[config.mk]
export PLATFORM = sky130hd
export DESIGN_NAME = voice_admission_scorer
export DESIGN_NICKNAME = d
export VERILOG_FILES = /design/src/vas_pkg.sv /design/src/vas_decide.sv /design/src/voice_admission_scorer.sv
export SDC_FILE = /design/constraint.sdc
export NUM_CORES = 1
export LEC_CHECK = 0
export BUFFER_PORTS_ARGS = -buffer_cell sky130_fd_sc_hd__buf_4
export CAP_MARGIN = 25
export CORE_ASPECT_RATIO = 0.75
export CORE_UTILIZATION = 60
export CTS_BUF_LIST = sky130_fd_sc_hd__clkbuf_4
export CTS_CLUSTER_SIZE = 8
export DETAILED_ROUTE_END_ITERATION = 7
export GPL_TIMING_DRIVEN = 0
export PLACE_DENSITY = 0.8
export REMOVE_ABC_BUFFERS = 1
export SYNTH_ARGS = -nofsm -noshare
export SYNTH_HDL_FRONTEND = slang
export SYNTH_SLANG_ARGS = --single-unit
export TNS_END_PERCENT = 100
[constraint.sdc]
create_clock -name clk -period 9 [get_ports clk]
set_input_delay 0.9 -clock clk [delete_from_list [all_inputs] [get_ports clk]]
set_output_delay 0.9 -clock clk [all_outputs]
set_load 0.01 [all_outputs]
[src/vas_pkg.sv]
`timescale 1ns / 1ps

package vas_pkg;

  // Event kinds as carried on the input side
  typedef enum logic [1:0] {
    EV_NOTE_ON  = 2'd0,
    EV_NOTE_OFF = 2'd1,
    EV_RESET    = 2'd2,
    EV_OTHER    = 2'd3
  } event_kind_t;

  // Load pressure levels
  typedef enum logic [1:0] {
    PR_NORMAL = 2'd0,
    PR_SOFT   = 2'd1,
    PR_HARD   = 2'd2,
    PR_PANIC  = 2'd3
  } pressure_t;

  // Actions reported on the output side
  typedef enum logic [1:0] {
    ACT_NONE    = 2'd0,
    ACT_SPAWN   = 2'd1,
    ACT_RELEASE = 2'd2,
    ACT_RESET   = 2'd3
  } action_t;

  // Configuration register indexes
  localparam logic [1:0] REG_STRONG_THR = 2'd0;
  localparam logic [1:0] REG_MEDIUM_THR = 2'd1;
  localparam logic [1:0] REG_PANIC_THR  = 2'd2;
  localparam logic [1:0] REG_IDLE_LIMIT = 2'd3;

  localparam int CfgIndexW = 2;
  localparam int CfgDataW  = 16;

  // Field widths
  localparam int ThrW      = 9;
  localparam int VoiceW    = 16;
  localparam int VelW      = 7;
  localparam int ScoreW    = 9;
  localparam int OutCntW   = 32;

  // Register reset values
  localparam logic [ThrW-1:0]   STRONG_THR_RST = 9'd208;
  localparam logic [ThrW-1:0]   MEDIUM_THR_RST = 9'd128;
  localparam logic [ThrW-1:0]   PANIC_THR_RST  = 9'd96;
  localparam logic [VoiceW-1:0] IDLE_LIMIT_RST = 16'd32;

  // Score constants
  localparam logic [ScoreW-1:0] SCORE_NOTE_OFF  = 9'd32;
  localparam logic [ScoreW-1:0] SCORE_RESET     = 9'd255;
  localparam logic [ScoreW-1:0] BONUS_IDLE      = 9'd16;
  localparam logic [ScoreW-1:0] BONUS_SOFT      = 9'd8;
  localparam logic [ScoreW-1:0] BONUS_HARD      = 9'd16;
  localparam logic [ScoreW-1:0] BONUS_PANIC     = 9'd24;
  localparam logic [ScoreW-1:0] SCORE_MAX       = 9'd295;

  // Window counters, by slot
  localparam int NumCnt          = 8;
  localparam int CNT_EXACT       = 0;
  localparam int CNT_PROTECTED   = 1;
  localparam int CNT_GROUPED_OBS = 2;
  localparam int CNT_GROUPED_ONLY = 3;
  localparam int CNT_DENSITY_OBS = 4;
  localparam int CNT_DENSITY_ONLY = 5;
  localparam int CNT_PANIC       = 6;
  localparam int CNT_RESET       = 7;

  localparam int CounterBitsDef  = 32;

  // Stream packing
  localparam int InUserW  = 3;
  localparam int InDataW  = 32;
  localparam int OutUserW = 4;
  localparam int OutDataW = 272;

  // Decision thresholds
  typedef struct packed {
    logic [ThrW-1:0]   strong_thr;
    logic [ThrW-1:0]   medium_thr;
    logic [ThrW-1:0]   panic_thr;
    logic [VoiceW-1:0] idle_limit;
  } thr_cfg_t;

  // One registered event
  typedef struct packed {
    logic              window_start;
    event_kind_t       event_kind;
    logic [VelW-1:0]   note_velocity;
    logic [VoiceW-1:0] active_voices;
    pressure_t         pressure;
  } event_t;

  // Decision for one event, with the counters it bumps
  typedef struct packed {
    action_t             action_kind;
    logic                observe_grouped;
    logic                observe_density;
    logic [ScoreW-1:0]   importance_score;
    logic [NumCnt-1:0]   inc;
  } decision_t;

endpackage

[src/vas_decide.sv]
`timescale 1ns / 1ps

module vas_decide
  import vas_pkg::*;
(
  input  event_t    ev,
  input  thr_cfg_t  cfg,
  output decision_t dec
);

  logic [ScoreW-1:0] base;
  logic [ScoreW-1:0] idle_bonus;
  logic [ScoreW-1:0] pres_bonus;
  logic [ScoreW-1:0] score;
  logic [ThrW-1:0]   grp_thr;
  logic              strong_hit;

  // Base score by kind
  always_comb begin
    case (ev.event_kind)
      EV_NOTE_ON:  base = {1'b0, ev.note_velocity, 1'b0};
      EV_NOTE_OFF: base = SCORE_NOTE_OFF;
      EV_RESET:    base = SCORE_RESET;
      default:     base = '0;
    endcase
  end

  // Bonuses for idle voices and for pressure
  always_comb begin
    case (ev.pressure)
      PR_SOFT:  pres_bonus = BONUS_SOFT;
      PR_HARD:  pres_bonus = BONUS_HARD;
      PR_PANIC: pres_bonus = BONUS_PANIC;
      default:  pres_bonus = '0;
    endcase
  end

  assign idle_bonus = (ev.active_voices < cfg.idle_limit) ? BONUS_IDLE : '0;
  assign score      = base + idle_bonus + pres_bonus;
  assign strong_hit = (score >= cfg.strong_thr);
  assign grp_thr    = (ev.pressure == PR_PANIC) ? cfg.panic_thr : cfg.medium_thr;

  // Action, observation flags and counter bumps
  always_comb begin
    dec                 = '0;
    dec.action_kind     = ACT_NONE;
    if (!ev.window_start) begin
      dec.importance_score = score;
      case (ev.event_kind)
        EV_NOTE_ON: begin
          dec.inc[CNT_PANIC] = (ev.pressure == PR_PANIC);
          if (ev.pressure inside {PR_NORMAL, PR_SOFT} || strong_hit) begin
            dec.action_kind        = ACT_SPAWN;
            dec.inc[CNT_EXACT]     = 1'b1;
            dec.inc[CNT_PROTECTED] = 1'b1;
            // soft pressure: weak attacks are also watched as a group
            if (ev.pressure == PR_SOFT && score < cfg.medium_thr) begin
              dec.observe_grouped      = 1'b1;
              dec.inc[CNT_GROUPED_OBS] = 1'b1;
            end
          end else if (score >= grp_thr) begin
            dec.observe_grouped       = 1'b1;
            dec.inc[CNT_GROUPED_OBS]  = 1'b1;
            dec.inc[CNT_GROUPED_ONLY] = 1'b1;
          end else begin
            dec.observe_density       = 1'b1;
            dec.inc[CNT_DENSITY_OBS]  = 1'b1;
            dec.inc[CNT_DENSITY_ONLY] = 1'b1;
          end
        end
        EV_NOTE_OFF: begin
          dec.action_kind    = ACT_RELEASE;
          dec.inc[CNT_EXACT] = 1'b1;
        end
        EV_RESET: begin
          dec.action_kind    = ACT_RESET;
          dec.inc[CNT_RESET] = 1'b1;
        end
        default: begin
          dec.action_kind = ACT_NONE;
        end
      endcase
    end
  end

endmodule

[src/voice_admission_scorer.sv]
`timescale 1ns / 1ps
// Path: an accepted request goes through the input register, then the result
// register with the window counters, to its result on the master side.
// Throughput: one request per cycle; while a result waits on the master side
// the input register takes at most one more request, then holds tready low.
// Reset (rst, synchronous): thresholds return to 208/128/96/32, all window
// counters clear, both stages empty.

module voice_admission_scorer
  import vas_pkg::*;
#(
  parameter int COUNTER_BITS = CounterBitsDef
) (
  input  logic                 clk,
  input  logic                 rst,
  // configuration writes
  input  logic                 cfg_we,
  input  logic [CfgIndexW-1:0] cfg_index,
  input  logic [CfgDataW-1:0]  cfg_data,
  // event stream in
  input  logic                 s_axis_tvalid,
  output logic                 s_axis_tready,
  // [6:0] note_velocity, [22:7] active_voices, [24:23] pressure, rest zero
  input  logic [InDataW-1:0]   s_axis_tdata,
  // [0] window_start, [2:1] event_kind
  input  logic [InUserW-1:0]   s_axis_tuser,
  // decision stream out
  output logic                 m_axis_tvalid,
  input  logic                 m_axis_tready,
  // [8:0] importance_score, then 32 bits each: exact_count, protected_count,
  // grouped_obs_count, grouped_only_count, density_obs_count,
  // density_only_count, panic_count, reset_count; [271:265] zero
  output logic [OutDataW-1:0]  m_axis_tdata,
  // [1:0] action_kind, [2] observe_grouped, [3] observe_density
  output logic [OutUserW-1:0]  m_axis_tuser
);

  thr_cfg_t cfg;

  event_t    ev;
  logic      ev_valid;
  logic      advance;
  decision_t dec;

  logic [COUNTER_BITS-1:0] cnt      [NumCnt];
  logic [COUNTER_BITS-1:0] cnt_next [NumCnt];

  logic                out_valid;
  action_t             out_action;
  logic                out_grouped;
  logic                out_density;
  logic [ScoreW-1:0]   out_score;
  logic [OutCntW-1:0]  out_cnt [NumCnt];

  // Configuration registers
  always_ff @(posedge clk) begin
    if (rst) begin
      cfg.strong_thr <= STRONG_THR_RST;
      cfg.medium_thr <= MEDIUM_THR_RST;
      cfg.panic_thr  <= PANIC_THR_RST;
      cfg.idle_limit <= IDLE_LIMIT_RST;
    end else if (cfg_we) begin
      case (cfg_index)
        REG_STRONG_THR: cfg.strong_thr <= cfg_data[ThrW-1:0];
        REG_MEDIUM_THR: cfg.medium_thr <= cfg_data[ThrW-1:0];
        REG_PANIC_THR:  cfg.panic_thr  <= cfg_data[ThrW-1:0];
        REG_IDLE_LIMIT: cfg.idle_limit <= cfg_data[VoiceW-1:0];
        default: ;
      endcase
    end
  end

  // Handshake: the input stage moves on when the result register is free
  assign advance       = ev_valid && (!out_valid || m_axis_tready);
  assign s_axis_tready = !ev_valid || advance;

  // Input register
  always_ff @(posedge clk) begin
    if (rst) begin
      ev_valid <= 1'b0;
    end else if (s_axis_tready) begin
      ev_valid <= s_axis_tvalid;
    end
  end

  always_ff @(posedge clk) begin
    if (s_axis_tvalid && s_axis_tready) begin
      ev.window_start  <= s_axis_tuser[0];
      ev.event_kind    <= event_kind_t'(s_axis_tuser[2:1]);
      ev.note_velocity <= s_axis_tdata[6:0];
      ev.active_voices <= s_axis_tdata[22:7];
      ev.pressure      <= pressure_t'(s_axis_tdata[24:23]);
    end
  end

  vas_decide u_decide (
    .ev  (ev),
    .cfg (cfg),
    .dec (dec)
  );

  // Counter update: clear on window start, otherwise bump the flagged ones
  always_comb begin
    for (int i = 0; i < NumCnt; i++) begin
      if (ev.window_start) begin
        cnt_next[i] = '0;
      end else begin
        cnt_next[i] = cnt[i] + COUNTER_BITS'(dec.inc[i]);
      end
    end
  end

  always_ff @(posedge clk) begin
    if (rst) begin
      for (int i = 0; i < NumCnt; i++) begin
        cnt[i] <= '0;
      end
    end else if (advance) begin
      for (int i = 0; i < NumCnt; i++) begin
        cnt[i] <= cnt_next[i];
      end
    end
  end

  // Result register
  always_ff @(posedge clk) begin
    if (rst) begin
      out_valid <= 1'b0;
    end else if (advance) begin
      out_valid <= 1'b1;
    end else if (m_axis_tready) begin
      out_valid <= 1'b0;
    end
  end

  always_ff @(posedge clk) begin
    if (advance) begin
      out_action  <= dec.action_kind;
      out_grouped <= dec.observe_grouped;
      out_density <= dec.observe_density;
      out_score   <= dec.importance_score;
      for (int i = 0; i < NumCnt; i++) begin
        out_cnt[i] <= OutCntW'(cnt_next[i]);
      end
    end
  end

  assign m_axis_tvalid = out_valid;
  assign m_axis_tuser  = {out_density, out_grouped, out_action};
  assign m_axis_tdata  = {7'd0,
                          out_cnt[CNT_RESET], out_cnt[CNT_PANIC],
                          out_cnt[CNT_DENSITY_ONLY], out_cnt[CNT_DENSITY_OBS],
                          out_cnt[CNT_GROUPED_ONLY], out_cnt[CNT_GROUPED_OBS],
                          out_cnt[CNT_PROTECTED], out_cnt[CNT_EXACT],
                          out_score};

  // A result never asks for both kinds of observation
  a_obs_exclusive: assert property (@(posedge clk) disable iff (rst)
    out_valid |-> !(out_grouped && out_density))
    else $error("grouped and density observation both set");

  // A spawned voice is never only a density observation
  a_spawn_no_density: assert property (@(posedge clk) disable iff (rst)
    (out_valid && out_action == ACT_SPAWN) |-> !out_density)
    else $error("spawn with density observation");

  // Score stays within its range
  a_score_range: assert property (@(posedge clk) disable iff (rst)
    out_valid |-> (out_score <= SCORE_MAX))
    else $error("score out of range");

  // A window start reports cleared counters and a plain result
  a_window_clear: assert property (@(posedge clk) disable iff (rst)
    (advance && ev.window_start) |=>
      (out_cnt[CNT_EXACT] == '0 && out_cnt[CNT_RESET] == '0 &&
       out_cnt[CNT_PANIC] == '0 && out_score == '0 && out_action == ACT_NONE))
    else $error("window start did not clear");

  // A held input item is not dropped while the result side stalls
  a_input_held: assert property (@(posedge clk) disable iff (rst)
    (ev_valid && !advance) |=> ev_valid)
    else $error("input stage lost a request");

endmodule

==> results of run 1 <==
routing by layer:
layer | vias up | wire (µm) | track usage
li1 | 8958 | - | -
met1 | 9067 | 25000 | 0.342
met2 | 676 | 28900 | 0.420
met3 | 110 | 4480 | 0.0695
met4 | 0 | 1530 | 0.107
met5 | - | 0 | 0
area by class of cell:
cell class | instances | share of cell area
inverter | 66 | 0.00791
multi-input combinational | 1520 | 0.277
timing repair buffer | 348 | 0.0944
tap | 578 | 0.0224
antenna | 2 | 0.000155
clock inverter | 34 | 0.00578
clock buffer | 213 | 0.0496
sequential | 598 | 0.543
synthesized netlist by cell type (34+ instances only):
master	number
edfxtp_1	553
nor2_1	498
nand2_1	152
xor2_1	125
xnor2_1	110
nor3_1	101
nand3_1	95
clkbuf_1	77
nand4_1	68
inv_1	66
ha_1	65
a21oi_1	49
dfxtp_1	45
and3_1	35
nor2b_1	34
kinds of logic (layout without fill, tap and decap cells):
logic type	Yosys count	count (layout)
AND/OR/NAND/NOR	1102	1102
flip-flops	598	598
XOR/XNOR	235	235
buffers and inverters	165	661
AO/OA/AOI/OAI	96	96
adder cells (fa/ha/maj)	67	67
multiplexers	13	13
other	1	9
worst reg2reg max path, stage by stage, from the launching register on:
cell	delay (ps)
dfxtp_1	340
inv_1	50
ha_1	310
a21oi_1	140
nor2_1	60
a2111oi_0	380
o21ai_0	160
a221oi_1	630
fa_1	550
ha_1	230
a21o_1	170
nand2_1	80
xor2_1	70
o22ai_1	420
ha_1	360
a21oi_1	170
o21ai_0	100
a21oi_1	200
nand2_1	130
nor3_1	320
ha_1	290
ha_1	230
nand3_1	230
nor4_4	600
nand4_4	250
or4_1	510
o21ai_0	100
path summary, 6_finish.rpt:
| check | startpoint | to | cells after the start |
|---|---|---|---|
| hold reg to reg | cfg[10]$_SDFFE_PP0P_ | cfg[10]$_SDFFE_PP0P_ | 2 |
| hold / removal | s_axis_tdata[8] | ev[3]$_DFFE_PP_ | 1 |
| setup reg to reg | cfg[9]$_SDFFE_PP0P_ | cnt[1][58]$_SDFFCE_PN0P_ | 26 |
| setup / recovery | cfg[9]$_SDFFE_PP0P_ | cnt[1][58]$_SDFFCE_PN0P_ | 26 |
power by group through the flow:
stage               clock network [µW]  logic, µW  registers, µW
global placement                     0        458           3430
global route                      2380        577           3320
CTS                               2240        526           3300
floorplan                            0        245           3420
detailed placement                   0        524           3360
finish                            2190        525           3300
sequential cells by signal, summed over array words and instances (netlist names):
name           count
ev                28
out_density        1
cfg               43
out_score          9
m_axis_tvalid      1
out_grouped        1
out_cnt          256
ev_valid           1
cnt              256
out_action         2
stage by stage:
stage	TNS (ps)	std cells	total power (µW)	utilization
after detailed placement	0	3108	3890	0.693
after global placement	-1541620	3083	3890	0.679
final	0	3359	6020	0.734
after CTS	0	3355	6070	0.734
after floorplan	0	2184	3660	-
after global routing	0	3359	6280	0.734
==> impl_metrics.yaml, run 1 <==
pwr:
  leakage_uw: 0.0120
  swShare: 0.243
  vdd_ir_drop_max_v: 0.000164
  p_switching_uw: 1460
  comb_power_share: 0.087
  pwr-share-clk: 0.364
  seqPwrFrac: 0.549
  power_density_nw_per_um2: 187
  p_int_uw: 4550
yosys:
  synth_top_family_by_area: "simple AND/OR/NAND/NOR gates"
  synthArstFlopShare: 0
  synth_seq_area_share: 0.647
  synth_area_um2: 27100
  synth_edf_count: 553
  synth-simple-area-share: 0.195
  yosys.area.top_type: "edfxtp_1"
  synth_compound_area_frac: 0.0209
  synth_xor_area_frac: 0.0760
  synthMuxAreaShare: 0.00499
  ys_types: 59
  synth_ff_type: "edfxtp_1"
  synth_top_area_frac: 0.614
  syn_inst: 2277
  avgSynthCellArea_um2: 11.9
  synthAdderAreaFrac: 0.0315
  synth-seq-cells: 598
  yosys-top-cells-area: "edfxtp_1, nor2_1, xor2_1"
  yosysWarnings: 0
floorplanning:
  die_w_um: 247
  die-area_um2: 46000
  rows: 66
  start_util: 0.616
  io_pins: 336
  core_area_um2: 43900
  die_y_um: 186
flow_run:
  drv_cap: 0
sta:
  holdWs_ps: 212
  fin_crit_ps: 7230
  final_hold_viol_count: 0
  setup_slack_ps: 1770
  rsz0062_at_grt: "false"
  finalCritPeriodShare: 0.803
  drv_slew: 0
  fmax_mhz: 138
  worst_slew_pin_slew_ps: 1050
  max-slew-margin-rel: 0.294
  finalClockSkew_ps: 55.7
  setup_violations: 0
setup_path:
  cp_max_fo: 10
  cp.required_ps: 9690
  critPathArrivalTime_ps: 7920
  cpMaxStageDelayCell: "a221oi_1"
  crit_family: "compound AO/OA/AOI/OAI gates"
  cp-end-kind: "register"
  startpoint_type: "register"
  r2r_slack_ps: 1770
  crit_top_cell: "ha_1"
  critPathKind: "register to register"
  crit_buf_inv: 1
  max_stage_delay_ps: 630
grt:
  grt_pass1_vias: 18507
  antenna_found_initial: 1
  grt_max_degree: 107
  track_usage: 0.262
  overflow: 0
  grt_pass1_wl_um: 94100
clock_network:
  cts.sinks: 598
  cts_buffer_depth: 3
  clk_latency_ps: 870
  cts_tree: "yes"
  root_buffer: "clkbuf_4"
  cts.htree.levels: 4
  cts_hold_repair.buffers: 0
  post_cts_resized: 0
  cts_made_buffers: 144
  postCtsSetupBuffers: 0
  clk_pin_slew_ps: 80
run_status:
  violations: "DRC"
  status: "complete, but fails checks"
finish:
  multiInputGateArea_um2: 8940
  fillers: 2914
  fin_area_um2: 32300
  layout_commonest_cell: "edfxtp_1"
  nets: 2803
  syn_to_final_growth_pct: 19.2
  ff_latch_area_um2: 17500
  drive_gt1_frac: 0.217
  layout_common_cells: "edfxtp_1, nor2_1, buf_4, clkbuf_4, nand2_1"
placement:
  port_buffers: 321
  dpl_cell_area_um2: 30500
  post-place-ws_ps: 1880
  gp_congestion: 0.850
  place_hpwl_um: 41300
routing:
  detail-route-antenna-nets: 0
  drtIter0Drc: 1430
  drc: 17
  via_count: 18811
  wl_um: 59800
  viasPerCell: 5.60
  detailedRoute.firstPassIterationCount: 8
  wire_per_inst_um: 17.8
worst_hold_path:
  hold_class: "input port to register"
Power figures use the tool's default switching activity.
==> run 2, diff against run 1 <==
- ABC_AREA: default -> 1
- CORE_UTILIZATION: 60 -> 61
- clock period: 9 -> 7.1 ns (I/O delays scaled with it)
==> impl_metrics.yaml, run 2 <==
run_status:
  status: "complete, but fails checks"
  violations: "DRC"
setup_path:
  critPathKind: "register to register"
  cp-end-kind: "register"
  crit_family: "simple AND/OR/NAND/NOR gates"
  crit_top_cell: "nor2_1"
  cp.required_ps: 7740
  startpoint_type: "register"
  cpMaxStageDelayCell: "fa_1"
  crit_buf_inv: 3
  max_stage_delay_ps: 400
  cp_max_fo: 5
  critPathArrivalTime_ps: 7150
sta:
  fin_crit_ps: 6510
  drv_slew: 0
  final_hold_viol_count: 0
  setup_violations: 0
  fmax_mhz: 154
  rsz0062_at_grt: "false"
  finalClockSkew_ps: 68.8
  max-slew-margin-rel: 0.377
  finalCritPeriodShare: 0.916
  worst_slew_pin_slew_ps: 934
clock_network:
  postCtsSetupBuffers: 0
  cts.sinks: 598
  cts_made_buffers: 147
  cts_buffer_depth: 3
  cts.htree.levels: 4
  clk_latency_ps: 950
  cts_tree: "yes"
  clk_pin_slew_ps: 70
  root_buffer: "clkbuf_4"
routing:
  detail-route-antenna-nets: 0
  drtIter0Drc: 2558
  via_count: 25499
  wl_um: 79400
  wl_met2_um: 36400
  viasPerCell: 5.45
  wire_per_inst_um: 17.0
  wl_met3_um: 6570
  detailedRoute.firstPassIterationCount: 8
  drc: 14
  m1WireLength_um: 34400
  routed.top_layer: "met4"
worst_hold_path:
  hold_class: "input port to register"
finish:
  top_regs: "cnt x256, out_cnt x256, cfg x43"
  drive_gt1_frac: 0.180
  fin_area_um2: 36700
  syn_to_final_growth_pct: 19.5
  layout_commonest_cell: "nand2_1"
  layout_common_cells: "nand2_1, nor2_1, edfxtp_1, inv_1, buf_4"
  fillers: 3647
  nets: 4026
placement:
  port_buffers: 321
  place_hpwl_um: 55600
  gp_congestion: 0.942
  dpl_cell_area_um2: 34300
yosys:
  syn_inst: 3460
  synth_edf_count: 553
  ys_types: 44
  synth_area_um2: 30700
  synthMuxAreaShare: 0.000366
  yosysWarnings: 0
  synth_xor_area_frac: 0.00484
  synthArstFlopShare: 0
  synth.most_common_cell: "nand2_1"
  synth-seq-cells: 598
  synth_ff_type: "edfxtp_1"
  yosys.area.top_type: "edfxtp_1"
  synth_top_family_by_area: "simple AND/OR/NAND/NOR gates"
  synth-simple-area-share: 0.305
  synthAdderAreaFrac: 0.0278
  avgSynthCellArea_um2: 8.89
  synth_compound_area_frac: 0.0244
  synth_seq_area_share: 0.569
  synth_top_area_frac: 0.540
  yosys-top-cells-area: "edfxtp_1, nand2_1, nor2_1"
  synth_common_cells: "nand2_1, nor2_1, edfxtp_1, inv_1, nor3_1"
grt:
  overflow: 0
  grt_max_degree: 132
  grt_pass1_wl_um: 126000
  track_usage: 0.313
  antenna_found_initial: 2
  grt_pass1_vias: 24307
floorplanning:
  io_pins: 336
  die_y_um: 196
  core_area_um2: 49200
  die-area_um2: 51300
  rows: 70
  start_util: 0.625
  die_w_um: 261
flow_run:
  drv_cap: 0
pwr:
  power_density_nw_per_um2: 222
  leakage_uw: 0.0148
  power_uw: 8170
  vdd_ir_drop_max_v: 0.000181
[run 2: cell count changes in the layout (fill, tap and decap cells not counted), sizes merged, moves of 39 or more]
cell | before | now
nor2 | 498 | 656
nand3 | 98 | 181
nor3 | 101 | 322
nand2 | 152 | 824
dlygate4sd3 | 0 | 39
o21ai | 19 | 79
xor2 | 125 | 7
inv | 68 | 434
nand4 | 71 | 30
nor4 | 20 | 61
xnor2 | 110 | 10
[run 2: worst paths after layout]
path	from	to	slack (ps)	cells after the start
hold / removal	cfg_data[15]	cfg[15]$_SDFFE_PP0P_	60	3
setup reg to reg	cfg[13]$_SDFFE_PP0P_	cnt[1][46]$_SDFFCE_PN0P_	590	31
hold reg to reg	cfg[39]$_SDFFE_PP0P_	cfg[39]$_SDFFE_PP0P_	460	2
setup / recovery	cfg[13]$_SDFFE_PP0P_	cnt[1][46]$_SDFFCE_PN0P_	590	31
[run 2: logic make-up after synthesis]
logic type	count (synthesis)
fa+ha+maj	67
xor+xnor	17
simple gates	2096
buf+inv	536
mux	1
compound gates	144
other cells	1
flops	598
[run 2: layout make-up]
| class | count | area [µm²] | area share |
|---|---|---|---|
| clock inverter | 56 | 447 | 0.0122 |
| multi-input combinational | 2332 | 11200 | 0.305 |
| antenna | 8 | 20.0 | 0.000545 |
| inverter | 435 | 1640 | 0.0448 |
| clock buffer | 212 | 1590 | 0.0433 |
| timing repair buffer | 387 | 3530 | 0.0960 |
| tap | 648 | 811 | 0.0221 |
| sequential | 598 | 17500 | 0.477 |
[run 2: where the power goes]
group | total (µW) | leakage, µW | internal (µW) | switching [µW]
clock | 3140 | 0.00119 | 1670 | 1460
sequential | 4200 | 0.00596 | 4060 | 131
combinational | 834 | 0.00766 | 304 | 530
[run 2: stage by stage]
step                      hold WS [ps]  utilization  cells  setup TNS, ps  setup slack (ps)
after global routing             -2.17        0.746   4676              0               177
after floorplan                    424            -   3365       -2070780             -6640
after detailed placement           449        0.696   4361              0               561
after CTS                         2.52        0.746   4668              0               516
final                             65.0        0.746   4676              0               595
after global placement             436        0.681   4334       -7050290            -15740
[run 2: timing repair]
item                                   4_1_cts  5_1_grt
hold buffers                                39        0
gates resized for setup                      0        1
setup endpoints to repair                    0        5
endpoints found under the hold margin       45        0
[run 2: layer usage]
metal | vias up | track usage
li1 | 12491 | -
met1 | 11739 | 0.443
met2 | 1116 | 0.485
met3 | 153 | 0.0612
met4 | 0 | 0.106
met5 | - | 0
[run 2: worst min-delay path, cell delays in order]
cell     delay (ps)
buf_4            70
o21ai_0          80
a21oi_1         120
